### config.mk
export PLATFORM = sky130hd
export DESIGN_NAME = box_spline_evaluation
export DESIGN_NICKNAME = d
export VERILOG_FILES = /design/src/hdl/bse_pkg.sv /design/src/hdl/bse_div.sv /design/src/hdl/bse_dpath.sv /design/src/hdl/bse_ctrl.sv /design/src/hdl/box_spline_evaluation.sv
export SDC_FILE = /design/constraint.sdc
export NUM_CORES = 2
export LEC_CHECK = 0
export BUFFER_PORTS_ARGS = -buffer_cell sky130_fd_sc_hd__buf_2
export CAP_MARGIN = 10
export CELL_PAD_IN_SITES_DETAIL_PLACEMENT = 0
export CELL_PAD_IN_SITES_GLOBAL_PLACEMENT = 1
export CORE_ASPECT_RATIO = 0.6
export CORE_MARGIN = 1.5
export CORE_UTILIZATION = 42
export CTS_BUF_LIST = sky130_fd_sc_hd__clkbuf_16
export DETAILED_ROUTE_END_ITERATION = 7
export HOLD_SLACK_MARGIN = 0.1
export PLACE_DENSITY = 0.69
export SLEW_MARGIN = 20
export SYNTH_ARGS = -nofsm -noshare
export SYNTH_HDL_FRONTEND = slang
export SYNTH_SLANG_ARGS = --single-unit
export TNS_END_PERCENT = 1
### constraint.sdc
create_clock -name clk -period 12.1 [get_ports clk]
set_input_delay 0.605 -clock clk [delete_from_list [all_inputs] [get_ports clk]]
set_output_delay 0.605 -clock clk [all_outputs]
set_load 0.02 [all_outputs]
### src/hdl/bse_pkg.sv
// box spline evaluation: shared constants, register indexes and control types
// no dependencies
`default_nettype none

package bse_pkg;

    localparam int MAX_DIRECTIONS = 4;
    localparam int FRAC_BITS      = 32;
    localparam int VAL_W          = 48;
    localparam int WID_W          = 41;
    localparam int POS_W          = VAL_W + 1;
    localparam int DVD_W          = VAL_W + FRAC_BITS;
    localparam int ACC_W          = 2 * VAL_W;
    localparam int DIG_W          = 16;
    localparam int CFG_IDX_W      = 3;

    localparam logic [VAL_W-1:0] VAL_MAX = {1'b0, {(VAL_W-1){1'b1}}};
    localparam logic [VAL_W-1:0] VAL_ONE = VAL_W'(1) << FRAC_BITS;

    localparam logic [CFG_IDX_W-1:0] REG_NUM_DIRS    = 3'd0;
    localparam logic [CFG_IDX_W-1:0] REG_WIDTH_ZERO  = 3'd1;
    localparam logic [CFG_IDX_W-1:0] REG_WIDTH_ONE   = 3'd2;
    localparam logic [CFG_IDX_W-1:0] REG_WIDTH_TWO   = 3'd3;
    localparam logic [CFG_IDX_W-1:0] REG_WIDTH_THREE = 3'd4;
    localparam logic [CFG_IDX_W-1:0] REG_ORDER_OFS   = 3'd5;

    typedef struct packed {
        logic load;
        logic pos_step;
        logic leaf_init;
        logic mul_start;
        logic mul_step;
        logic div_leaf;
        logic div_comb;
        logic div_step;
        logic leaf_q;
        logic comb_init;
        logic push;
        logic comb_q;
        logic out_load;
    } bse_cmd_t;

    typedef struct packed {
        logic pos_done;
        logic n_zero;
        logic mul_last;
        logic div_last;
        logic comb_top;
        logic bit_zero;
        logic out_free;
    } bse_stat_t;

endpackage

`default_nettype wire

### src/hdl/bse_div.sv
// restoring divider, one quotient bit per cycle while step is high
// depends on bse_pkg
`default_nettype none

module bse_div
    import bse_pkg::*;
(
    input  wire logic             clk,
    input  wire logic             rst_n,
    input  wire logic             load,
    input  wire logic             step,
    input  wire logic [DVD_W-1:0] dividend,
    input  wire logic [WID_W-1:0] divisor,
    output logic      [DVD_W-1:0] quotient,
    output logic                  last
);

    localparam int CNT_W = $clog2(DVD_W);

    logic [DVD_W-1:0] dvd_reg, dvd_next;
    logic [WID_W-1:0] rem_reg, rem_next;
    logic [WID_W-1:0] dsr_reg, dsr_next;
    logic [CNT_W-1:0] cnt_reg, cnt_next;
    logic [WID_W:0]   trial;
    logic [WID_W:0]   shifted;

    always_comb
    begin
        dvd_next = dvd_reg;
        rem_next = rem_reg;
        dsr_next = dsr_reg;
        cnt_next = cnt_reg;
        shifted  = {rem_reg, dvd_reg[DVD_W-1]};
        trial    = shifted - {1'b0, dsr_reg};
        if (load)
        begin
            dvd_next = dividend;
            rem_next = '0;
            dsr_next = divisor;
            cnt_next = CNT_W'(DVD_W - 1);
        end
        else if (step)
        begin
            if (!trial[WID_W])
            begin
                rem_next = trial[WID_W-1:0];
                dvd_next = {dvd_reg[DVD_W-2:0], 1'b1};
            end
            else
            begin
                rem_next = shifted[WID_W-1:0];
                dvd_next = {dvd_reg[DVD_W-2:0], 1'b0};
            end
            cnt_next = cnt_reg - 1'b1;
        end
    end

    always_ff @(posedge clk or negedge rst_n)
    begin
        if (!rst_n)
        begin
            cnt_reg <= '0;
        end
        else
        begin
            cnt_reg <= cnt_next;
        end
    end

    always_ff @(posedge clk)
    begin
        dvd_reg <= dvd_next;
        rem_reg <= rem_next;
        dsr_reg <= dsr_next;
    end

    assign quotient = dvd_reg;
    assign last     = (cnt_reg == '0);

endmodule

`default_nettype wire

### src/hdl/bse_dpath.sv
// datapath: config registers, leaf power loop, difference stack and result register
// depends on bse_pkg and bse_div
`default_nettype none

module bse_dpath
    import bse_pkg::*;
(
    input  wire logic                 clk,
    input  wire logic                 rst_n,
    input  wire logic                 cfg_wr_en,
    input  wire logic [CFG_IDX_W-1:0] cfg_index,
    input  wire logic [WID_W-1:0]     cfg_data,
    input  wire logic [VAL_W-1:0]     position,
    input  wire logic                 out_ready,
    output logic                      out_valid,
    output logic      [VAL_W-1:0]     spline_value,
    output logic                      overflow_flag,
    input  wire bse_cmd_t             cmd,
    output bse_stat_t                 stat
);

    logic [2:0]       nd_reg;
    logic [WID_W-1:0] w_reg [MAX_DIRECTIONS];
    logic [2:0]       off_reg;

    logic [VAL_W-1:0] x_reg;
    logic [WID_W-1:0] wa_reg [MAX_DIRECTIONS];
    logic [WID_W-1:0] wa_c   [MAX_DIRECTIONS];
    logic [2:0]       m_reg, m_c, kk;
    logic [3:0]       ord_reg, ord_c;
    logic [3:0]       idx_reg;
    logic [2:0]       lvl_reg;
    logic [2:0]       clvl_reg;
    logic [POS_W-1:0] pos_reg;
    logic [VAL_W-1:0] r_reg;
    logic [2:0]       n_reg;
    logic [ACC_W-1:0] acc_reg;
    logic [1:0]       dig_reg;
    logic [VAL_W-1:0] slot_reg [MAX_DIRECTIONS];
    logic             neg_reg;
    logic             ovf_reg;
    logic             ov_reg;
    logic [VAL_W-1:0] ov_val_reg;
    logic             ov_flag_reg;

    logic [2:0]       bsel;
    logic [2:0]       bcomb;
    logic [2:0]       cm1;
    logic [POS_W-1:0] hpos;
    logic [DIG_W-1:0] digit;
    logic [DIG_W+VAL_W-2:0] prod;
    logic [VAL_W:0]   diff;
    logic [VAL_W-1:0] mag;
    logic [DVD_W-1:0] dvd;
    logic [WID_W-1:0] dsr;
    logic [DVD_W-1:0] quot;
    logic             dlast;
    logic [VAL_W-1:0] qlim;
    logic             qsat;

    always_comb
    begin
        kk  = (nd_reg > 3'(MAX_DIRECTIONS)) ? 3'(MAX_DIRECTIONS) : nd_reg;
        m_c = '0;
        for (int j = 0; j < MAX_DIRECTIONS; j++)
        begin
            wa_c[j] = '0;
        end
        for (int j = 0; j < MAX_DIRECTIONS; j++)
        begin
            if ((3'(j) < kk) && (w_reg[j] != '0))
            begin
                wa_c[m_c[1:0]] = w_reg[j];
                m_c = m_c + 3'd1;
            end
        end
        ord_c = {off_reg[2], off_reg} + {1'b0, m_c};
    end

    assign bsel  = m_reg - 3'd1 - lvl_reg;
    assign bcomb = m_reg - clvl_reg;
    assign cm1   = clvl_reg - 3'd1;
    assign hpos  = {{(POS_W-WID_W+1){1'b0}}, wa_reg[lvl_reg[1:0]][WID_W-1:1]};

    always_comb
    begin
        case (dig_reg)
            2'd2:    digit = pos_reg[47:32];
            2'd1:    digit = pos_reg[31:16];
            default: digit = pos_reg[15:0];
        endcase
    end
    assign prod = r_reg[VAL_W-2:0] * digit;

    assign diff = {slot_reg[cm1[1:0]][VAL_W-1], slot_reg[cm1[1:0]]} - {r_reg[VAL_W-1], r_reg};
    assign mag  = diff[VAL_W] ? VAL_W'(-diff) : diff[VAL_W-1:0];

    always_comb
    begin
        if (cmd.div_comb)
        begin
            dvd = {mag, {FRAC_BITS{1'b0}}};
            dsr = wa_reg[cm1[1:0]];
        end
        else
        begin
            dvd = {{(DVD_W-64){1'b0}}, acc_reg[FRAC_BITS+63:FRAC_BITS]};
            dsr = {{(WID_W-3){1'b0}}, n_reg};
        end
    end

    bse_div u_div (
        .clk      (clk),
        .rst_n    (rst_n),
        .load     (cmd.div_leaf | cmd.div_comb),
        .step     (cmd.div_step),
        .dividend (dvd),
        .divisor  (dsr),
        .quotient (quot),
        .last     (dlast)
    );

    always_comb
    begin
        if (neg_reg)
        begin
            qsat = (quot > DVD_W'(VAL_MAX) + 1'b1);
            qlim = qsat ? (VAL_MAX + 1'b1) : quot[VAL_W-1:0];
        end
        else
        begin
            qsat = (quot > DVD_W'(VAL_MAX));
            qlim = qsat ? VAL_MAX : quot[VAL_W-1:0];
        end
    end

    always_ff @(posedge clk or negedge rst_n)
    begin
        if (!rst_n)
        begin
            nd_reg  <= '0;
            off_reg <= '0;
            for (int j = 0; j < MAX_DIRECTIONS; j++)
            begin
                w_reg[j] <= '0;
            end
            ov_reg <= 1'b0;
        end
        else
        begin
            if (cfg_wr_en)
            begin
                case (cfg_index)
                    REG_NUM_DIRS:    nd_reg   <= cfg_data[2:0];
                    REG_WIDTH_ZERO:  w_reg[0] <= cfg_data;
                    REG_WIDTH_ONE:   w_reg[1] <= cfg_data;
                    REG_WIDTH_TWO:   w_reg[2] <= cfg_data;
                    REG_WIDTH_THREE: w_reg[3] <= cfg_data;
                    REG_ORDER_OFS:   off_reg  <= cfg_data[2:0];
                    default:         ;
                endcase
            end
            if (cmd.out_load)
            begin
                ov_reg <= 1'b1;
            end
            else if (out_ready)
            begin
                ov_reg <= 1'b0;
            end
        end
    end

    always_ff @(posedge clk)
    begin
        if (cmd.load)
        begin
            x_reg   <= position;
            m_reg   <= m_c;
            ord_reg <= ord_c;
            idx_reg <= '0;
            lvl_reg <= '0;
            pos_reg <= {position[VAL_W-1], position};
            ovf_reg <= 1'b0;
            for (int j = 0; j < MAX_DIRECTIONS; j++)
            begin
                wa_reg[j] <= wa_c[j];
            end
        end
        if (cmd.pos_step)
        begin
            pos_reg <= idx_reg[bsel[1:0]] ? (pos_reg - hpos) : (pos_reg + hpos);
            lvl_reg <= lvl_reg + 3'd1;
        end
        if (cmd.leaf_init)
        begin
            if (ord_reg[3] || pos_reg[POS_W-1])
            begin
                r_reg <= '0;
                n_reg <= '0;
            end
            else
            begin
                r_reg <= VAL_ONE;
                n_reg <= ord_reg[2:0];
            end
        end
        if (cmd.mul_start)
        begin
            acc_reg <= '0;
            dig_reg <= 2'd2;
        end
        if (cmd.mul_step)
        begin
            acc_reg <= {acc_reg[ACC_W-DIG_W-1:0], {DIG_W{1'b0}}} + ACC_W'(prod);
            dig_reg <= dig_reg - 2'd1;
        end
        if (cmd.leaf_q)
        begin
            if (quot > DVD_W'(VAL_MAX))
            begin
                r_reg   <= VAL_MAX;
                ovf_reg <= 1'b1;
            end
            else
            begin
                r_reg <= quot[VAL_W-1:0];
            end
            n_reg <= n_reg - 3'd1;
        end
        if (cmd.comb_init)
        begin
            clvl_reg <= m_reg;
        end
        if (cmd.push)
        begin
            slot_reg[cm1[1:0]] <= r_reg;
            idx_reg <= idx_reg + 4'd1;
            pos_reg <= {x_reg[VAL_W-1], x_reg};
            lvl_reg <= '0;
        end
        if (cmd.div_comb)
        begin
            neg_reg <= diff[VAL_W];
        end
        if (cmd.comb_q)
        begin
            r_reg    <= neg_reg ? VAL_W'(-qlim) : qlim;
            clvl_reg <= cm1;
            if (qsat)
            begin
                ovf_reg <= 1'b1;
            end
        end
        if (cmd.out_load)
        begin
            ov_val_reg  <= r_reg;
            ov_flag_reg <= ovf_reg;
        end
    end

    assign stat.pos_done = (lvl_reg == m_reg);
    assign stat.n_zero   = (n_reg == '0);
    assign stat.mul_last = (dig_reg == 2'd0);
    assign stat.div_last = dlast;
    assign stat.comb_top = (clvl_reg == '0);
    assign stat.bit_zero = !idx_reg[bcomb[1:0]];
    assign stat.out_free = !ov_reg || out_ready;

    assign out_valid     = ov_reg;
    assign spline_value  = ov_val_reg;
    assign overflow_flag = ov_flag_reg;

endmodule

`default_nettype wire

### src/hdl/bse_ctrl.sv
// controller: sequences leaf positions, power steps, divisions and the difference stack
// depends on bse_pkg
`default_nettype none

module bse_ctrl
    import bse_pkg::*;
(
    input  wire logic      clk,
    input  wire logic      rst_n,
    input  wire logic      in_valid,
    output logic           in_ready,
    input  wire bse_stat_t stat,
    output bse_cmd_t       cmd
);

    typedef enum logic [10:0] {
        S_IDLE  = 11'b00000000001,
        S_POS   = 11'b00000000010,
        S_LEAF  = 11'b00000000100,
        S_MUL   = 11'b00000001000,
        S_DLOAD = 11'b00000010000,
        S_DIVL  = 11'b00000100000,
        S_LDONE = 11'b00001000000,
        S_COMB  = 11'b00010000000,
        S_DIVC  = 11'b00100000000,
        S_CDONE = 11'b01000000000,
        S_FIN   = 11'b10000000000
    } state_t;

    state_t state_reg, state_next;

    always_comb
    begin
        state_next = state_reg;
        cmd        = '0;
        in_ready   = 1'b0;
        case (state_reg)
            S_IDLE:
            begin
                in_ready = 1'b1;
                if (in_valid)
                begin
                    cmd.load   = 1'b1;
                    state_next = S_POS;
                end
            end
            S_POS:
            begin
                if (stat.pos_done)
                begin
                    cmd.leaf_init = 1'b1;
                    state_next    = S_LEAF;
                end
                else
                begin
                    cmd.pos_step = 1'b1;
                end
            end
            S_LEAF:
            begin
                if (stat.n_zero)
                begin
                    cmd.comb_init = 1'b1;
                    state_next    = S_COMB;
                end
                else
                begin
                    cmd.mul_start = 1'b1;
                    state_next    = S_MUL;
                end
            end
            S_MUL:
            begin
                cmd.mul_step = 1'b1;
                if (stat.mul_last)
                begin
                    state_next = S_DLOAD;
                end
            end
            S_DLOAD:
            begin
                cmd.div_leaf = 1'b1;
                state_next   = S_DIVL;
            end
            S_DIVL:
            begin
                cmd.div_step = 1'b1;
                if (stat.div_last)
                begin
                    state_next = S_LDONE;
                end
            end
            S_LDONE:
            begin
                cmd.leaf_q = 1'b1;
                state_next = S_LEAF;
            end
            S_COMB:
            begin
                if (stat.comb_top)
                begin
                    state_next = S_FIN;
                end
                else if (stat.bit_zero)
                begin
                    cmd.push   = 1'b1;
                    state_next = S_POS;
                end
                else
                begin
                    cmd.div_comb = 1'b1;
                    state_next   = S_DIVC;
                end
            end
            S_DIVC:
            begin
                cmd.div_step = 1'b1;
                if (stat.div_last)
                begin
                    state_next = S_CDONE;
                end
            end
            S_CDONE:
            begin
                cmd.comb_q = 1'b1;
                state_next = S_COMB;
            end
            S_FIN:
            begin
                if (stat.out_free)
                begin
                    cmd.out_load = 1'b1;
                    state_next   = S_IDLE;
                end
            end
            default:
            begin
                state_next = S_IDLE;
            end
        endcase
    end

    always_ff @(posedge clk or negedge rst_n)
    begin
        if (!rst_n)
        begin
            state_reg <= S_IDLE;
        end
        else
        begin
            state_reg <= state_next;
        end
    end

endmodule

`default_nettype wire

### src/hdl/box_spline_evaluation.sv
// each input walks the 2^m leaves, where m is the number of nonzero widths in use and n the
// leaf order (zero for a negative position or order): per leaf, m position steps and n powers,
// each one multiply and one division; then 2^m - 1 width divisions, each with one push; all
// divisions use the 80-bit restoring divider, one quotient bit a cycle
// throughput: one transaction at a time; the next input is taken while a result waits
// reset: rst_n asynchronous active low, clears config registers, controller and output valid
`default_nettype none

module box_spline_evaluation
    import bse_pkg::*;
(
    input  wire logic                 clk,
    input  wire logic                 rst_n,
    input  wire logic                 cfg_wr_en,
    input  wire logic [CFG_IDX_W-1:0] cfg_index,
    input  wire logic [WID_W-1:0]     cfg_data,
    input  wire logic                 s_tvalid,
    output logic                      s_tready,
    input  wire logic [VAL_W-1:0]     s_tdata,  // position
    output logic                      m_tvalid,
    input  wire logic                 m_tready,
    output logic      [VAL_W-1:0]     m_tdata,  // spline_value
    output logic                      m_tuser   // overflow_flag
);

    bse_cmd_t  cmd;
    bse_stat_t stat;

    bse_ctrl u_ctrl (
        .clk      (clk),
        .rst_n    (rst_n),
        .in_valid (s_tvalid),
        .in_ready (s_tready),
        .stat     (stat),
        .cmd      (cmd)
    );

    bse_dpath u_dpath (
        .clk           (clk),
        .rst_n         (rst_n),
        .cfg_wr_en     (cfg_wr_en),
        .cfg_index     (cfg_index),
        .cfg_data      (cfg_data),
        .position      (s_tdata),
        .out_ready     (m_tready),
        .out_valid     (m_tvalid),
        .spline_value  (m_tdata),
        .overflow_flag (m_tuser),
        .cmd           (cmd),
        .stat          (stat)
    );

endmodule

`default_nettype wire

* After elaboration in Yosys (flattened, before gate mapping)
Memories as Yosys holds them, arrays and structs flattened. A register that Yosys moved wholly into a read port is not among the register bits.
Cells that the tools add are included.
** Storage, ports and cells
- Bits in registers :: 665
- Input bits :: 97
- Memory bits (writable) :: 356
- Output and inout bits :: 51
- Word-level logic and storage cells :: 235
- Memories :: 2
** Memory list
- u_dpath.slot_reg :: words 4, width 48, rd ports 1, clocked after Yosys merged registers in 0, wr ports 1, RTL line bse_dpath.sv:39 : logic [VAL_W-1:0] slot_reg [MAX_DIRECTIONS];
- u_dpath.wa_reg :: words 4, width 41, rd ports 2, clocked after Yosys merged registers in 1, wr ports 4, RTL line bse_dpath.sv:27 : logic [WID_W-1:0] wa_reg [MAX_DIRECTIONS];
** Operators by class
- Equal/unequal tests :: 25
- Order comparisons :: 15
- Bitwise logic cells :: 4
- Reduce and logical (&&, ||, !) cells :: 36
- Add/subtract/negate cells :: 20
- Multipliers :: 1
- Mux-type cells :: 104
** Operators with widths (count)
- 164-bit bitwise mux :: 3
- 164-bit 2-to-1 mux :: 3
- 48-bit 2-to-1 mux :: 8
- 41-bit demux with 2-bit select :: 3
- 80-bit 2-to-1 mux :: 3
- 41-bit 2-to-1 mux :: 5
- 49-bit 2-to-1 mux :: 4
- 96-bit 2-to-1 mux :: 2
- 41-bit nonzero test :: 4
- 11-bit one-hot mux with 11 select lines :: 1
- 96-bit by 63-bit adder with 96-bit output :: 1
- 48-bit negator :: 2
- 80-bit by 47-bit greater-than comparator with 1-bit output, second input constant :: 1
- 80-bit by 48-bit greater-than comparator with 1-bit output, second input constant :: 1
- 11-bit 2-to-1 mux :: 7
- 47-bit by 16-bit multiplier with 63-bit output :: 1
- 49-bit by 40-bit adder with 49-bit output :: 1
- 48-bit by 48-bit subtractor with 49-bit output :: 1
- 49-bit by 40-bit subtractor with 49-bit output :: 1
- 42-bit by 41-bit subtractor with 42-bit output :: 1
- 1-bit 2-to-1 mux :: 38
- 3-bit 2-to-1 mux :: 12
- 33-bit 2-to-1 mux :: 1
- 16-bit one-hot mux with 2 select lines :: 1
- other kinds (53) :: 100

* Logic depth before layout (Yosys ltp)
- Word-level depth :: 16
- Gate-level depth with buffers :: 35
- Mapped depth without buffers :: 30

* Cells and area by module
From an unflattened synthesis, not the netlist that was laid out.
** Unflattened totals
- Cell total of the unflattened synthesis :: 7993
- Area total of the unflattened synthesis :: 81699.6 µm²
** By module, submodules not included
- bse_dpath :: times used 1, cells each 7076, area each 71711.3 µm², seq. area each 24398.4 µm²
- bse_div :: times used 1, cells each 828, area each 9226.3 µm², seq. area each 4629.4 µm²
- bse_ctrl :: times used 1, cells each 89, area each 762.0 µm², seq. area each 276.5 µm²

* Worst setup path before layout
No wires, ideal clock.
- Path kind :: register -> register
- Start :: register u_ctrl.state_reg[1]
- End :: register u_dpath.acc_reg[0], enable pin
- Library setup time :: 0.690 ns
- Arrival :: 8.122 ns
- Required time :: 11.410 ns
- Stages on the path, launching flop included :: 6
- Setup slack :: 3.288 ns
- Period minus slack after synthesis :: 8.812 ns
- Buffers on the path :: 0
- Path through :: dfrtp_1 > nor3_1 > nand4_1 > nor3_1 > nand3b_1 > o21ai_0
** Between the ends
- Cells in the longest elaborated chain, start to end :: 3
- Elaborated cells between the ends (all ways) :: 5
- Classes of those cells :: eq/ne (2); mux (2); reduce/logical (1)
** RTL lines
- start, declared :: RTL line bse_ctrl.sv:30 : state_t state_reg, state_next;
- start signal, assigned :: RTL line bse_ctrl.sv:151 : state_reg <= state_next;
- 11-bit by 4-bit equality test with 1-bit output / 11-bit by 3-bit equality test with 1-bit output (equally long branches) :: RTL line bse_ctrl.sv:37 : case (state_reg)
- 1-bit 2-to-1 mux :: RTL line bse_ctrl.sv:37
- 2-bit nonzero test (no source line) (*)
- end signal, assigned :: RTL line bse_dpath.sv:215 : acc_reg <= {acc_reg[ACC_W-DIG_W-1:0], {DIG_W{1'b0}}} + ACC_W'(prod);
- end, declared :: RTL line bse_dpath.sv:37 : logic [ACC_W-1:0] acc_reg;
Every way passes the cells marked *; elsewhere a longest branch is shown, timed or not.
A chain may end at the register's enable or synchronous reset.

* Worst setup path in the final report
- Start :: register u_dpath.dig_reg[0]
- End :: register u_dpath.acc_reg[83], data pin
** Between the ends
- Cells in the longest elaborated chain, start to end :: 5
- Elaborated cells between the ends (all ways) :: 6
- Classes of those cells :: add/sub (1); mul (1); eq/ne (2); mux (2)
** RTL lines
- start, declared :: RTL line bse_dpath.sv:38 : logic [1:0] dig_reg;
- start signal, assigned :: RTL line bse_dpath.sv:216 : dig_reg <= dig_reg - 2'd1;
- 2-bit by 1-bit equality test with 1-bit output / 2-bit equality test (equally long branches) :: RTL line bse_dpath.sv:87 : case (dig_reg)
- 16-bit one-hot mux with 2 select lines (*) :: RTL line bse_dpath.sv:87
- 47-bit by 16-bit multiplier with 63-bit output (*) :: RTL line bse_dpath.sv:93 : assign prod = r_reg[VAL_W-2:0] * digit;
- 96-bit by 63-bit adder with 96-bit output (*) :: RTL line bse_dpath.sv:215
- 96-bit 2-to-1 mux (*) :: RTL line bse_dpath.sv:213 : if (cmd.mul_step)
Marked as above.

==> summary.md <==
| Metric | Value |
|---|---|
| Most common cell after layout, fill and taps aside | inv_1 |
| Mapped cell area | 80890 um^2 |
| Synth warn | 0 |
| Post-synthesis async set-or-reset flop share | 18.48% |
| Post-route ant nets | 0 |
| Max Slew Vio Count | 0 |
| Yosys reg bits | 1023 |
| Period utilization | 91.71% |
| Worst setup EP type | flop |
| CTS Buffer Depth | 3 |
| Max Cap Violations | 0 |
| Fin nets | 9072 |
| Multi-input gate area | 46340 um^2 |
| CP peak stage delay | 990 ps |
| Status | finished, final reports clean |
| Worst setup path category | flop to flop |
| Yosys top cell area share | 29.21% |
| Die X-Extent | 569.6 um |
| Yosys top cell by area | edfxtp_1 |
| First-pass GRT wire length | 436300 um |
| Worst-path maximum fanout | 25 |
| Worst skew pair latency | 770 ps |
| Reg area | 29310 um^2 |
| Final wirelength | 300500 um |
| I/O Pins | 148 |
| Crit path max-delay cell type | o2111a_1 |
| Die Height | 342.9 um |
| Relative slew slack | 22.21% |
| CTS tree | done |
| Least-Margin Pin Slew | 1156 ps |
| Period minus WS final | 11100 ps |
| Synth unique cells | 99 |
| H-tree depth | 3 |
| Syn Inst Count | 7967 |
| Row count | 124 |
| Total gr overflow | 0 |
| Total GRT Usage | 30.90% |
| # fillers | 17860 |
| Most frequent cells in the layout | 1061 x inv_1, 889 x nand2_1, 787 x edfxtp_1 |
| Wirelength per Cell | 28.35 um |
| DRC violation count after routing | 0 |
| Avg Inst Size Synth | 10.15 um^2 |
| Clock-pin slew on the worst setup and hold paths | 70 ps |
| Most used cell, CP | fa_1 |
| Required time of the critical path | 12550 ps |
| HP Class | primary input to flop |
| Prevailing post-synth register cell | edfxtp_1 |
| TritonCTS Buffers | 105 |
| CTS-repair resized insts | 0 |
| Post-synthesis sequential area ratio | 36.23% |
| Starting Density | 42.39% |
| Number of global-route vias before repair | 59951 |
| Startpoint types | flop |
| Full die area | 195300 um^2 |
| IO buf count | 147 |
| Final Hold Vio Count | 0 |
| DRT iter0 DRCs | 8945 |
| Setup TNS Final | 0 ps |
| Vias/cell | 5.966 |
| CP Data Arrival Time | 11550 ps |
| Pin count of the biggest net entering global routing | 99 |
| Hpwl dp | 232100 um |
| Synthesized Nets | 9061 |
| First-pass iteration count of the detailed router | 6 |
| Number of flip-flops in the largest register | 192 |
| Endpoints failing setup | 0 |
| Fmax | 90.11 MHz |
| Unrepaired setup endpoints after global routing | false |
| Reg2Reg Depth | 28 |
| Area of the core | 190800 um^2 |
| Initial antenna violation count | 20 |
| GP Congestion | 1.034 |
| Ranking of synthesized cells by area | edfxtp_1 29%, fa_1 17%, dfrtp_1 5.8% |
| Setup Skew | 47.90 ps |
| EDFF count, synth | 787 |
| Worst hold stages | 1 |
| Synthesis-to-layout area growth | 9.531% |
| Via count | 63249 |
| Clock root buffer | clkbuf_16 |
| Clock sink count | 1023 |
| Layout cell share with drive strength beyond 1 | 10.83% |
-- metrics by stage --
step | worst slack (ps) | cells | hold slack (ps) | utilization, % | area [um^2]
global placement | 1336 | 10353 | 462.6 | 44.32 | 84580
finish | 1003 | 10601 | 125.4 | 46.43 | 88600
detailed placement | 1212 | 10353 | 470.1 | 44.34 | 84610
floorplan | 3288 | 7967 | 309.4 | - | 80890
global route | 641.0 | 10590 | 100.2 | 46.42 | 88580
CTS | 1171 | 10587 | 100.1 | 46.38 | 88520
-- layout make-up --
cell class | count | area share (%)
multi-input combinational | 5466 | 52.30
sequential | 1023 | 33.08
inverter | 1045 | 4.437
tap | 2520 | 3.559
clock buffer | 107 | 3.022
timing repair buffer | 337 | 2.583
clock inverter | 92 | 0.9927
antenna | 11 | 0.03107
-- cells in the mapped netlist, types with 13 or more instances --
library cell     n
nor2_1         598
o21a_1          29
a31oi_1         42
nor3_1          78
nand2b_1        29
a211oi_1        58
o21ai_0        402
nor4_1          71
fa_1           679
nand2_1        892
edfxtp_1       787
o31ai_1         31
dfrtp_1        188
and3_1          82
mux4_2         130
mux2i_1         81
inv_1         1043
a21o_1         145
clkbuf_1       388
dfxtp_1         47
nor3b_1         13
xor2_1          96
buf_1           24
o211ai_1        27
a22oi_1        100
and2_1         179
o21bai_1        45
ha_1           318
nand4_1         62
mux2_2         182
xnor2_1        188
a22o_1          83
or4_1           16
nor2b_1         24
a21oi_1        434
or3_1           33
o21ai_1         16
nand3_1         95
-- kinds of logic after synthesis --
family	count (synthesis)	share of synthesized area (%)
AND/OR/NAND/NOR	2224	12.59
buffers and inverters	1478	6.949
XOR/XNOR	284	3.075
adder cells (fa/ha/maj)	997	21.72
multiplexers	393	7.155
AO/OA/AOI/OAI	1568	12.28
flip-flops	1023	36.23
-- per-layer routing --
metal | global-route usage [%] | up-vias | part of all wire, %
li1 | - | 27324 | -
met1 | 50.96 | 32070 | 48
met2 | 36.04 | 3520 | 35
met3 | 12.66 | 317 | 15
met4 | 5.456 | 18 | 1.8
met5 | 0.7360 | - | 0.11
-- what timing repair did --
item,in CTS,in global routing
endpoints found under the setup margin,0,0
endpoints found under the hold margin,116,1
hold buffers,35,1
setup buffers,0,0
-- critical path, delay by kind of cell (launching register included) --
family | cells | cell delay [ps]
xor gates and xnor gates | 1 | 140
buffers and inverters | 5 | 610
adders and majority gates | 8 | 4310
DFF | 1 | 390
AOI/OAI and AO/OA | 8 | 4310
and+or+nand+nor | 6 | 1000
-- final timing paths --
kind | slack (ps) | startpoint | endpoint
setup / recovery | 1000 | u_dpath.dig_reg[0] | u_dpath.acc_reg[83]
hold / removal | 130 | s_tdata[38] | u_dpath.x_reg[38]
setup reg to reg | 1000 | u_dpath.dig_reg[0] | u_dpath.acc_reg[83]
hold reg to reg | 480 | u_dpath.u_div.rem_reg[14] | u_dpath.u_div.rem_reg[14]
max in group asynchronous | 9550 | rst_n | u_dpath.w_reg[24]
min in group asynchronous | 470 | rst_n | u_dpath.w_reg[96]
Power is not shown: default switching activity piles up to over one toggle a cycle in this logic, so the estimate is an artifact.
